**src/rtl/tsrbl_pkg.sv**
```systemverilog
// Shared type, constants and serial-number helper for the SACK receive block list.
// No dependencies; every other file refers to it by scoped names.
`default_nettype none
package tsrbl_pkg;

  localparam int SEQ_W   = 32;
  localparam int LEN_W   = 16;
  localparam int CNT_W   = 3;
  localparam int IDX_W   = 2;
  localparam int QDEPTH  = 2;
  localparam int QPTR_W  = 1;
  localparam int QCNT_W  = 2;

  // Candidate block handed from the front to the back
  typedef struct packed {
    logic [SEQ_W-1:0] cs;
    logic [SEQ_W-1:0] ce;
    logic [SEQ_W-1:0] nxt;
  } cand_t;

  // a strictly after b in serial-number order
  function automatic logic ser_after(input logic [SEQ_W-1:0] a, input logic [SEQ_W-1:0] b);
    logic [SEQ_W-1:0] d;
    d = a - b;
    return (d != '0) && !d[SEQ_W-1];
  endfunction

endpackage
`default_nettype wire

```
**src/rtl/tsrbl_if.sv**
```systemverilog
// Request channel interfaces: segment input and block-list result output.
// Depends on tsrbl_pkg for field widths.
`default_nettype none
interface tsrbl_in_if;
  logic                          valid;
  logic                          ready;
  logic [tsrbl_pkg::SEQ_W-1:0]   seg_seq;
  logic [tsrbl_pkg::LEN_W-1:0]   seg_len;
  logic [tsrbl_pkg::SEQ_W-1:0]   rcv_next;
  modport source (output valid, seg_seq, seg_len, rcv_next, input ready);
  modport sink   (input valid, seg_seq, seg_len, rcv_next, output ready);
endinterface

interface tsrbl_out_if;
  logic                          valid;
  logic                          ready;
  logic [tsrbl_pkg::CNT_W-1:0]   block_count;
  logic [tsrbl_pkg::IDX_W-1:0]   block_index;
  logic [tsrbl_pkg::SEQ_W-1:0]   block_start;
  logic [tsrbl_pkg::SEQ_W-1:0]   block_end;
  logic                          last_block;
  modport source (output valid, block_count, block_index, block_start, block_end, last_block,
                  input ready);
  modport sink   (input valid, block_count, block_index, block_start, block_end, last_block,
                  output ready);
endinterface
`default_nettype wire

```
**src/rtl/tsrbl_front.sv**
```systemverilog
// Front stage: accepts segment requests and forms the candidate block [seq, seq+len).
// Depends on tsrbl_pkg and tsrbl_in_if.
`default_nettype none
module tsrbl_front (
  input  wire logic           clk,
  input  wire logic           rst_n,
  tsrbl_in_if.sink            in_chan,
  output tsrbl_pkg::cand_t    q_data,
  output logic                q_valid,
  input  wire logic           q_ready
);

  logic             v_r;
  tsrbl_pkg::cand_t cand_r;
  logic             acc;

  assign in_chan.ready = !v_r || q_ready;
  assign acc           = in_chan.valid && in_chan.ready;
  assign q_valid       = v_r;
  assign q_data        = cand_r;

  always_ff @(posedge clk) begin
    if (!rst_n) begin
      v_r <= 1'b0;
    end else if (acc) begin
      v_r <= 1'b1;
    end else if (q_ready) begin
      v_r <= 1'b0;
    end
  end

  always_ff @(posedge clk) begin
    if (acc) begin
      cand_r.cs  <= in_chan.seg_seq;
      cand_r.ce  <= in_chan.seg_seq + tsrbl_pkg::SEQ_W'(in_chan.seg_len);
      cand_r.nxt <= in_chan.rcv_next;
    end
  end

endmodule
`default_nettype wire

```
**src/rtl/tsrbl_queue.sv**
```systemverilog
// Short request queue between the front and back stages.
// Depends on tsrbl_pkg for the candidate type and depth.
`default_nettype none
module tsrbl_queue (
  input  wire logic              clk,
  input  wire logic              rst_n,
  input  wire tsrbl_pkg::cand_t  push_data,
  input  wire logic              push_valid,
  output logic                   push_ready,
  output tsrbl_pkg::cand_t       pop_data,
  output logic                   pop_valid,
  input  wire logic              pop_ready
);

  tsrbl_pkg::cand_t                     mem_r [tsrbl_pkg::QDEPTH];
  logic [tsrbl_pkg::QPTR_W-1:0]         wp_r;
  logic [tsrbl_pkg::QPTR_W-1:0]         rp_r;
  logic [tsrbl_pkg::QCNT_W-1:0]         cnt_r;
  logic                                 push;
  logic                                 pop;

  assign push_ready = (cnt_r != tsrbl_pkg::QCNT_W'(tsrbl_pkg::QDEPTH));
  assign pop_valid  = (cnt_r != '0);
  assign pop_data   = mem_r[rp_r];
  assign push       = push_valid && push_ready;
  assign pop        = pop_valid && pop_ready;

  always_ff @(posedge clk) begin
    if (!rst_n) begin
      wp_r  <= '0;
      rp_r  <= '0;
      cnt_r <= '0;
    end else begin
      if (push) wp_r <= wp_r + 1'b1;
      if (pop)  rp_r <= rp_r + 1'b1;
      if (push && !pop) begin
        cnt_r <= cnt_r + 1'b1;
      end else if (pop && !push) begin
        cnt_r <= cnt_r - 1'b1;
      end
    end
  end

  always_ff @(posedge clk) begin
    if (push) mem_r[wp_r] <= push_data;
  end

endmodule
`default_nettype wire

```
**src/rtl/tsrbl_back.sv**
```systemverilog
// Back stage: scans the stored list one entry a cycle, merges, commits and reports the list.
// Depends on tsrbl_pkg and tsrbl_out_if.
`default_nettype none
module tsrbl_back #(
  parameter int MAX_BLOCKS = 4
) (
  input  wire logic              clk,
  input  wire logic              rst_n,
  input  wire tsrbl_pkg::cand_t  q_data,
  input  wire logic              q_valid,
  output logic                   q_ready,
  tsrbl_out_if.source            out_chan
);

  localparam int CW = $clog2(MAX_BLOCKS + 1);
  localparam int IW = (MAX_BLOCKS > 1) ? $clog2(MAX_BLOCKS) : 1;
  localparam int SW = tsrbl_pkg::SEQ_W;

  localparam logic [1:0] S_IDLE   = 2'd0;
  localparam logic [1:0] S_SCAN   = 2'd1;
  localparam logic [1:0] S_COMMIT = 2'd2;
  localparam logic [1:0] S_EMIT   = 2'd3;

  logic [1:0]    st_r, st_nxt;
  logic [SW-1:0] cs_r, cs_nxt;
  logic [SW-1:0] ce_r, ce_nxt;
  logic [SW-1:0] nxt_r;
  logic [CW-1:0] idx_r;
  logic [CW-1:0] kept_r;
  logic [CW-1:0] cnt_r;
  logic [CW-1:0] emit_r;
  logic [SW-1:0] keep_s_r [MAX_BLOCKS];
  logic [SW-1:0] keep_e_r [MAX_BLOCKS];
  logic [SW-1:0] lst_s_r  [MAX_BLOCKS];
  logic [SW-1:0] lst_e_r  [MAX_BLOCKS];

  logic          ov_r;
  logic [tsrbl_pkg::CNT_W-1:0] oc_r;
  logic [tsrbl_pkg::IDX_W-1:0] oi_r;
  logic [SW-1:0] os_r, oe_r;
  logic          ol_r;

  logic [SW-1:0] s, e;
  logic          scan_go, drop, ovl, keep;
  logic          head;
  logic [CW-1:0] kept_eff;
  logic          slot_free, emit_go, emit_last, pop;

  assign s         = lst_s_r[idx_r[IW-1:0]];
  assign e         = lst_e_r[idx_r[IW-1:0]];
  assign scan_go   = (st_r == S_SCAN) && (idx_r < cnt_r) && (kept_r < CW'(MAX_BLOCKS));
  assign drop      = !tsrbl_pkg::ser_after(s, nxt_r);
  assign ovl       = !tsrbl_pkg::ser_after(cs_r, e) && !tsrbl_pkg::ser_after(s, ce_r);
  assign keep      = scan_go && !drop && !ovl;

  assign head      = tsrbl_pkg::ser_after(cs_r, nxt_r);
  assign kept_eff  = (head && (kept_r > CW'(MAX_BLOCKS - 1))) ? CW'(MAX_BLOCKS - 1) : kept_r;

  assign slot_free = !ov_r || out_chan.ready;
  assign emit_go   = (st_r == S_EMIT) && slot_free;
  assign emit_last = (cnt_r == '0) || (emit_r + 1'b1 == cnt_r);
  assign pop       = q_valid && ((st_r == S_IDLE) || (emit_go && emit_last));
  assign q_ready   = pop;

  always_comb begin
    cs_nxt = cs_r;
    ce_nxt = ce_r;
    if (scan_go && !drop && ovl) begin
      if (tsrbl_pkg::ser_after(cs_r, s)) cs_nxt = s;
      if (tsrbl_pkg::ser_after(e, ce_r)) ce_nxt = e;
    end
  end

  always_comb begin
    st_nxt = st_r;
    unique case (st_r)
      S_IDLE:   if (q_valid) st_nxt = S_SCAN;
      S_SCAN:   if (!scan_go) st_nxt = S_COMMIT;
      S_COMMIT: st_nxt = S_EMIT;
      S_EMIT:   if (emit_go && emit_last) st_nxt = q_valid ? S_SCAN : S_IDLE;
      default:  st_nxt = S_IDLE;
    endcase
  end

  always_ff @(posedge clk) begin
    if (!rst_n) begin
      st_r   <= S_IDLE;
      cnt_r  <= '0;
      idx_r  <= '0;
      kept_r <= '0;
      emit_r <= '0;
      ov_r   <= 1'b0;
    end else begin
      st_r <= st_nxt;
      if (pop) begin
        idx_r  <= '0;
        kept_r <= '0;
      end else if (scan_go) begin
        idx_r <= idx_r + 1'b1;
        if (keep) kept_r <= kept_r + 1'b1;
      end
      if (st_r == S_COMMIT) begin
        cnt_r  <= CW'(head) + kept_eff;
        emit_r <= '0;
      end else if (emit_go) begin
        emit_r <= emit_r + 1'b1;
      end
      if (emit_go) begin
        ov_r <= 1'b1;
      end else if (out_chan.ready) begin
        ov_r <= 1'b0;
      end
    end
  end

  always_ff @(posedge clk) begin
    if (pop) begin
      cs_r  <= q_data.cs;
      ce_r  <= q_data.ce;
      nxt_r <= q_data.nxt;
    end else begin
      cs_r <= cs_nxt;
      ce_r <= ce_nxt;
    end
    if (keep) begin
      keep_s_r[kept_r[IW-1:0]] <= s;
      keep_e_r[kept_r[IW-1:0]] <= e;
    end
    if (st_r == S_COMMIT) begin
      for (int j = 0; j < MAX_BLOCKS; j++) begin
        if (head) begin
          if (j == 0) begin
            lst_s_r[j] <= cs_r;
            lst_e_r[j] <= ce_r;
          end else begin
            lst_s_r[j] <= keep_s_r[IW'(j - 1)];
            lst_e_r[j] <= keep_e_r[IW'(j - 1)];
          end
        end else begin
          lst_s_r[j] <= keep_s_r[j];
          lst_e_r[j] <= keep_e_r[j];
        end
      end
    end
    if (emit_go) begin
      oc_r <= tsrbl_pkg::CNT_W'(cnt_r);
      oi_r <= tsrbl_pkg::IDX_W'(emit_r);
      os_r <= (cnt_r == '0) ? '0 : lst_s_r[emit_r[IW-1:0]];
      oe_r <= (cnt_r == '0) ? '0 : lst_e_r[emit_r[IW-1:0]];
      ol_r <= emit_last;
    end
  end

  assign out_chan.valid       = ov_r;
  assign out_chan.block_count = oc_r;
  assign out_chan.block_index = oi_r;
  assign out_chan.block_start = os_r;
  assign out_chan.block_end   = oe_r;
  assign out_chan.last_block  = ol_r;

endmodule
`default_nettype wire

```
**src/rtl/tcp_sack_receive_block_list_top.sv**
```systemverilog
// Receiver SACK block list: each segment request updates the stored list (most recent first),
// then the whole list is reported, one result request per block, or a single zero result when
// the list is empty. The back stage scans the stored blocks one per cycle through one serial
// compare unit. The front stage and a two-entry queue take further segments while the back
// stage works, and the registered output lets a finished result wait without stopping the
// scan of the next segment.
// Depends on tsrbl_pkg, tsrbl_if, tsrbl_front, tsrbl_queue and tsrbl_back.
`default_nettype none
module tcp_sack_receive_block_list_top #(
  parameter int MAX_BLOCKS = 4
) (
  input  wire logic     clk,
  input  wire logic     rst_n,
  tsrbl_in_if.sink      in_chan,
  tsrbl_out_if.source   out_chan
);

  tsrbl_pkg::cand_t f_data, q_data;
  logic             f_valid, f_ready;
  logic             q_valid, q_ready;

  tsrbl_front u_front (
    .clk     (clk),
    .rst_n   (rst_n),
    .in_chan (in_chan),
    .q_data  (f_data),
    .q_valid (f_valid),
    .q_ready (f_ready)
  );

  tsrbl_queue u_queue (
    .clk        (clk),
    .rst_n      (rst_n),
    .push_data  (f_data),
    .push_valid (f_valid),
    .push_ready (f_ready),
    .pop_data   (q_data),
    .pop_valid  (q_valid),
    .pop_ready  (q_ready)
  );

  tsrbl_back #(
    .MAX_BLOCKS (MAX_BLOCKS)
  ) u_back (
    .clk      (clk),
    .rst_n    (rst_n),
    .q_data   (q_data),
    .q_valid  (q_valid),
    .q_ready  (q_ready),
    .out_chan (out_chan)
  );

endmodule
`default_nettype wire

```
**src/flat_wrapper.sv**
```systemverilog
// flat-port wrapper written by rule: the top's interface ports become plain ports
module tcp_sack_receive_block_list_top_flat 
#(
  parameter int MAX_BLOCKS = 4
)
  (clk, rst_n, in_chan_valid, in_chan_seg_seq, in_chan_seg_len, in_chan_rcv_next, in_chan_ready, out_chan_valid, out_chan_block_count, out_chan_block_index, out_chan_block_start, out_chan_block_end, out_chan_last_block, out_chan_ready);
  tsrbl_in_if in_chan_i ();
  tsrbl_out_if out_chan_i ();
  input  wire logic clk;
  input  wire logic rst_n;
  input wire logic [$bits(in_chan_i.valid)-1:0] in_chan_valid;
  input wire logic [$bits(in_chan_i.seg_seq)-1:0] in_chan_seg_seq;
  input wire logic [$bits(in_chan_i.seg_len)-1:0] in_chan_seg_len;
  input wire logic [$bits(in_chan_i.rcv_next)-1:0] in_chan_rcv_next;
  output wire logic [$bits(in_chan_i.ready)-1:0] in_chan_ready;
  output wire logic [$bits(out_chan_i.valid)-1:0] out_chan_valid;
  output wire logic [$bits(out_chan_i.block_count)-1:0] out_chan_block_count;
  output wire logic [$bits(out_chan_i.block_index)-1:0] out_chan_block_index;
  output wire logic [$bits(out_chan_i.block_start)-1:0] out_chan_block_start;
  output wire logic [$bits(out_chan_i.block_end)-1:0] out_chan_block_end;
  output wire logic [$bits(out_chan_i.last_block)-1:0] out_chan_last_block;
  input wire logic [$bits(out_chan_i.ready)-1:0] out_chan_ready;
  assign in_chan_i.valid = in_chan_valid;
  assign in_chan_i.seg_seq = in_chan_seg_seq;
  assign in_chan_i.seg_len = in_chan_seg_len;
  assign in_chan_i.rcv_next = in_chan_rcv_next;
  assign in_chan_ready = in_chan_i.ready;
  assign out_chan_valid = out_chan_i.valid;
  assign out_chan_block_count = out_chan_i.block_count;
  assign out_chan_block_index = out_chan_i.block_index;
  assign out_chan_block_start = out_chan_i.block_start;
  assign out_chan_block_end = out_chan_i.block_end;
  assign out_chan_last_block = out_chan_i.last_block;
  assign out_chan_i.ready = out_chan_ready;
  tcp_sack_receive_block_list_top #(.MAX_BLOCKS(MAX_BLOCKS)) u_core (.clk(clk), .rst_n(rst_n), .in_chan(in_chan_i), .out_chan(out_chan_i));
endmodule
```
**config.mk**
```make
export PLATFORM = sky130hd
export DESIGN_NAME = tcp_sack_receive_block_list_top_flat
export DESIGN_NICKNAME = d
export VERILOG_FILES = /design/src/rtl/tsrbl_pkg.sv /design/src/rtl/tsrbl_if.sv /design/src/rtl/tsrbl_front.sv /design/src/rtl/tsrbl_queue.sv /design/src/rtl/tsrbl_back.sv /design/src/rtl/tcp_sack_receive_block_list_top.sv /design/src/flat_wrapper.sv
export SDC_FILE = /design/constraint.sdc
export NUM_CORES = 2
export LEC_CHECK = 0
export CAP_MARGIN = 10
export CELL_PAD_IN_SITES_DETAIL_PLACEMENT = 0
export CELL_PAD_IN_SITES_GLOBAL_PLACEMENT = 1
export CORE_MARGIN = 2
export CORE_UTILIZATION = 49
export DETAILED_ROUTE_END_ITERATION = 8
export DONT_BUFFER_PORTS = 1
export HOLD_SLACK_MARGIN = 0.08
export PLACE_DENSITY = 0.84
export SYNTH_ARGS = -nofsm -noshare
export SYNTH_HDL_FRONTEND = slang
export SYNTH_SLANG_ARGS = --single-unit
export TNS_END_PERCENT = 50
```
**constraint.sdc**
```tcl
create_clock -name clk -period 7.6 [get_ports clk]
set_input_delay 1.52 -clock clk [delete_from_list [all_inputs] [get_ports clk]]
set_output_delay 1.52 -clock clk [all_outputs]
set_load 0.005 [all_outputs]
```
==> impl_metrics.json <==
{
  "cts_buffers": 99,
  "yosysTopAreaCell": "edfxtp_1",
  "synth_top_area_share": 0.560,
  "holdBufCountCts": 0,
  "rows": 119,
  "ys_top_cells_by_area": "edfxtp_1, mux4_2, mux2_1, ha_1, o21ai_0",
  "synth-seq-cells": 989,
  "clock_latency_ps": 700,
  "drc": 0,
  "synth-compound-area-share": 0.0996,
  "end_kind": "flip-flop",
  "fin_util": 0.537,
  "tns_ps": 0,
  "grt_overflow": 0,
  "worst_slew_pin_slew_ps": 1140,
  "worstPathArrival_ps": 7120,
  "synth-xor-area-share": 0.0188,
  "path_clk_slew_ps": 70,
  "finalHoldViolations": 0,
  "synthFlopType": "edfxtp_1",
  "synthesis.area_sq_um": 51800,
  "ys_types": 106,
  "hold_class": "reg -> reg",
  "regArea_sq_um": 29500,
  "rsz0062_at_grt": "no",
  "grt_usage": 0.259,
  "post-cts-setup-buffers": 0,
  "vias": 33100,
  "fillers": 8657,
  "slowest_stage": "mux4_2",
  "clockBufferDepth": 3,
  "syn_avg_cell_area_sq_um": 13.5,
  "multiInputGateArea_sq_um": 20600,
  "first_iter_violations": 3625,
  "htree_levels": 3,
  "status": "complete, no violations",
  "fmax_ghz": 0.150,
  "die_area_sq_um": 108000,
  "synth_edf_count": 966,
  "grt_start_max_net_pins": 137,
  "grt_pass1_wl_mm": 207,
  "vias_per_cell": 6.21,
  "slew_violations": 0,
  "synth_mux_area_frac": 0.136,
  "antenna_found_initial": 21,
  "powerDensity_nw_per_um2": 437,
  "cp.required_ps": 8030,
  "gp_congestion": 0.991,
  "synth_seq_area_share": 0.569,
  "drt-pass1-iter-count": 8,
  "skew_ps": 31.1,
  "period_needed_ps": 6690,
  "numPortBuffers": 0,
  "cp_top_family": "simple AND/OR/NAND/NOR gates",
  "yosys_warnings": 0,
  "wire_per_inst_um": 26.5,
  "grt_pass1_vias": 31900,
  "clock-sinks": 989,
  "synth_adder_area_share": 0.0556,
  "dp_hpwl_mm": 103,
  "p_leak_nw": 19.5,
  "path_buf_inv": 4,
  "nets": 4169,
  "critPathMaxStageDelay_ps": 660,
  "syn_inst": 3852,
  "io_pins": 156,
  "areaGrowthSynthToFinish_pct": 8.89,
  "cp-start-kind": "flip-flop",
  "cts_tree": "done",
  "maxCapViolCount": 0,
  "post_cts_resized": 0,
  "placeableCoreArea_sq_um": 105000,
  "cp_max_fo": 28,
  "crit_type": "reg -> reg",
  "wl_mm": 141,
  "cp_cell_sequence": "buf_4, buf_4, mux4_2, inv_1, ha_1, a21oi_1, o22ai_1, a2111oi_1, nand4_1, nor4_1, o2111ai_1, or4_1, or4_1, nor4_2, o22ai_2, and3_2, buf_12",
  "relSlewSlack": 0.232,
  "antenna_left": 0,
  "synth_top_family_by_area": "multiplexers",
  "fin_crit_sh": 0.880,
  "peakVddDrop_mv": 0.252,
  "setup_violations": 0,
  "synthSimpleGateAreaFrac": 0.0856,
  "initial_core_util": 0.493,
  "root_buffer": "clkbuf_16",
  "syn_nets": 4162,
  "final_layout_size_suffix_gt1_frac": 0.108,
  "die_w_um": 329,
  "whs_ps": 440,
  "die_h_um": 329,
  "synthArstFlopShare": 0
}
final cells by class:
| class | instances | share of cell area |
|---|---|---|
| Multi-Input combinational cell | 2489 | 0.365 |
| Clock buffer | 119 | 0.0452 |
| Inverter | 227 | 0.0151 |
| Antenna cell | 4 | 0.000177 |
| Timing Repair Buffer | 53 | 0.0105 |
| Clock inverter | 64 | 0.0109 |
| Sequential cell | 989 | 0.523 |
| Tap cell | 1391 | 0.0308 |
layer usage:
metal,track usage,up-vias,wire length (um)
met5,0,-,69
li1,-,14900,-
met4,0.0997,10,5360
met3,0.0462,248,12000
met2,0.397,1472,63500
met1,0.368,16500,60300
flip-flops by register name, indices dropped and copies added (netlist names), 2 cells and up, named ones only:
register and count:
u_core.u_back.ce_r 32, u_core.u_back.nxt_r 32, u_core.u_back.out_chan.block_count 3, u_core.u_back.out_chan.block_index 2, u_core.u_back.lst_e_r 128, u_core.u_back.keep_s_r 128, u_core.u_front.q_data 96, u_core.u_back.keep_e_r 128
u_core.u_back.emit_r 3, u_core.u_queue.mem_r 192, u_core.u_back.out_chan.block_start 32, u_core.u_back.kept_r 3, u_core.u_back.out_chan.block_end 32, u_core.u_back.idx_r 3, u_core.u_back.st_r 2, u_core.u_back.lst_s_r 128
u_core.u_queue.cnt_r 2, u_core.u_back.cnt_r 3, u_core.u_back.cs_r 32
logic make-up after synthesis:
| family | Yosys count |
|---|---|
| AOI/OAI and AO/OA | 788 |
| DFF | 989 |
| xor gates and xnor gates | 111 |
| and+or+nand+nor | 855 |
| buffers and inverters | 374 |
| adders and majority gates | 226 |
| muxes | 509 |
worst reg2reg max path, cell delays in order (launching register included):
cell and delay [ps]:
dfxtp_4 530, buf_4 350, buf_4 360, mux4_2 670, inv_1 100, ha_1 360
a21oi_1 280, o22ai_1 140, a2111oi_1 400, nand4_1 140, nor4_1 300, o2111ai_1 170
or4_1 490, or4_1 530, nor4_2 350, o22ai_2 220, and3_2 630, buf_12 380
cell usage after synthesis (23+ instances only):
cell and count:
mux4_2 128, nor3_1 56, inv_1 226, o21a_1 41
nor2_1 157, a211oi_1 30, ha_1 219, a31oi_1 23
nand2b_1 51, xnor2_1 84, mux2i_1 89, nand2_1 204
dfxtp_1 23, edfxtp_1 966, o22ai_1 27, a21oi_1 186
clkbuf_1 82, and3_1 32, nand4_1 36, a21o_1 51
xor2_1 27, mux2_1 246, mux2_2 46, o21ai_0 193
o211ai_1 35, nand3_1 84, nor2b_1 102
through the flow:
step	power (mW)	cells	setup slack (ps)	cell area [sq um]
finish	24.7	5336	911	56400
global route	26.0	5332	652	56400
CTS	24.5	5331	974	56400
detailed placement	19.7	5148	1000	53200
global placement	19.7	5148	1190	53200
floorplan	16.3	3852	1330	51800
cell usage in the layout (no fill, tap or decap), types with 38 or more instances in the layout:
| cell | count |
|---|---|
| mux2_1 | 246 |
| nor2b_1 | 101 |
| edfxtp_1 | 966 |
| nand2b_1 | 51 |
| ha_1 | 218 |
| a21oi_1 | 186 |
| mux2i_1 | 89 |
| nor2_1 | 156 |
| nand2_1 | 204 |
| o21ai_0 | 193 |
| mux4_2 | 128 |
| o21a_1 | 41 |
| nor3_1 | 55 |
| xnor2_1 | 84 |
| nand3_1 | 84 |
| mux2_2 | 46 |
| a21o_1 | 51 |
| clkbuf_16 | 99 |
| inv_1 | 226 |
| buf_4 | 38 |
worst paths after layout:
kind | start | endpoint | slack, ps | cells past startpoint
setup / recovery | flip-flop | u_core.u_back.keep_s_r[0][9] | 910 | 17
hold / removal | u_core.u_front.q_data[42] | u_core.u_queue.mem_r[1][42] | 440 | 0
setup reg to reg | flip-flop | u_core.u_back.keep_s_r[0][9] | 910 | 17
hold reg to reg | u_core.u_front.q_data[42] | u_core.u_queue.mem_r[1][42] | 440 | 0
power by group:
group	internal [mW]	switching, mW	leakage [nW]
clock	2.68	2.08	1.52
sequential	7.36	0.934	9.07
combinational	4.34	7.29	8.89
No activity file was read; power rests on OpenSTA's default activity.
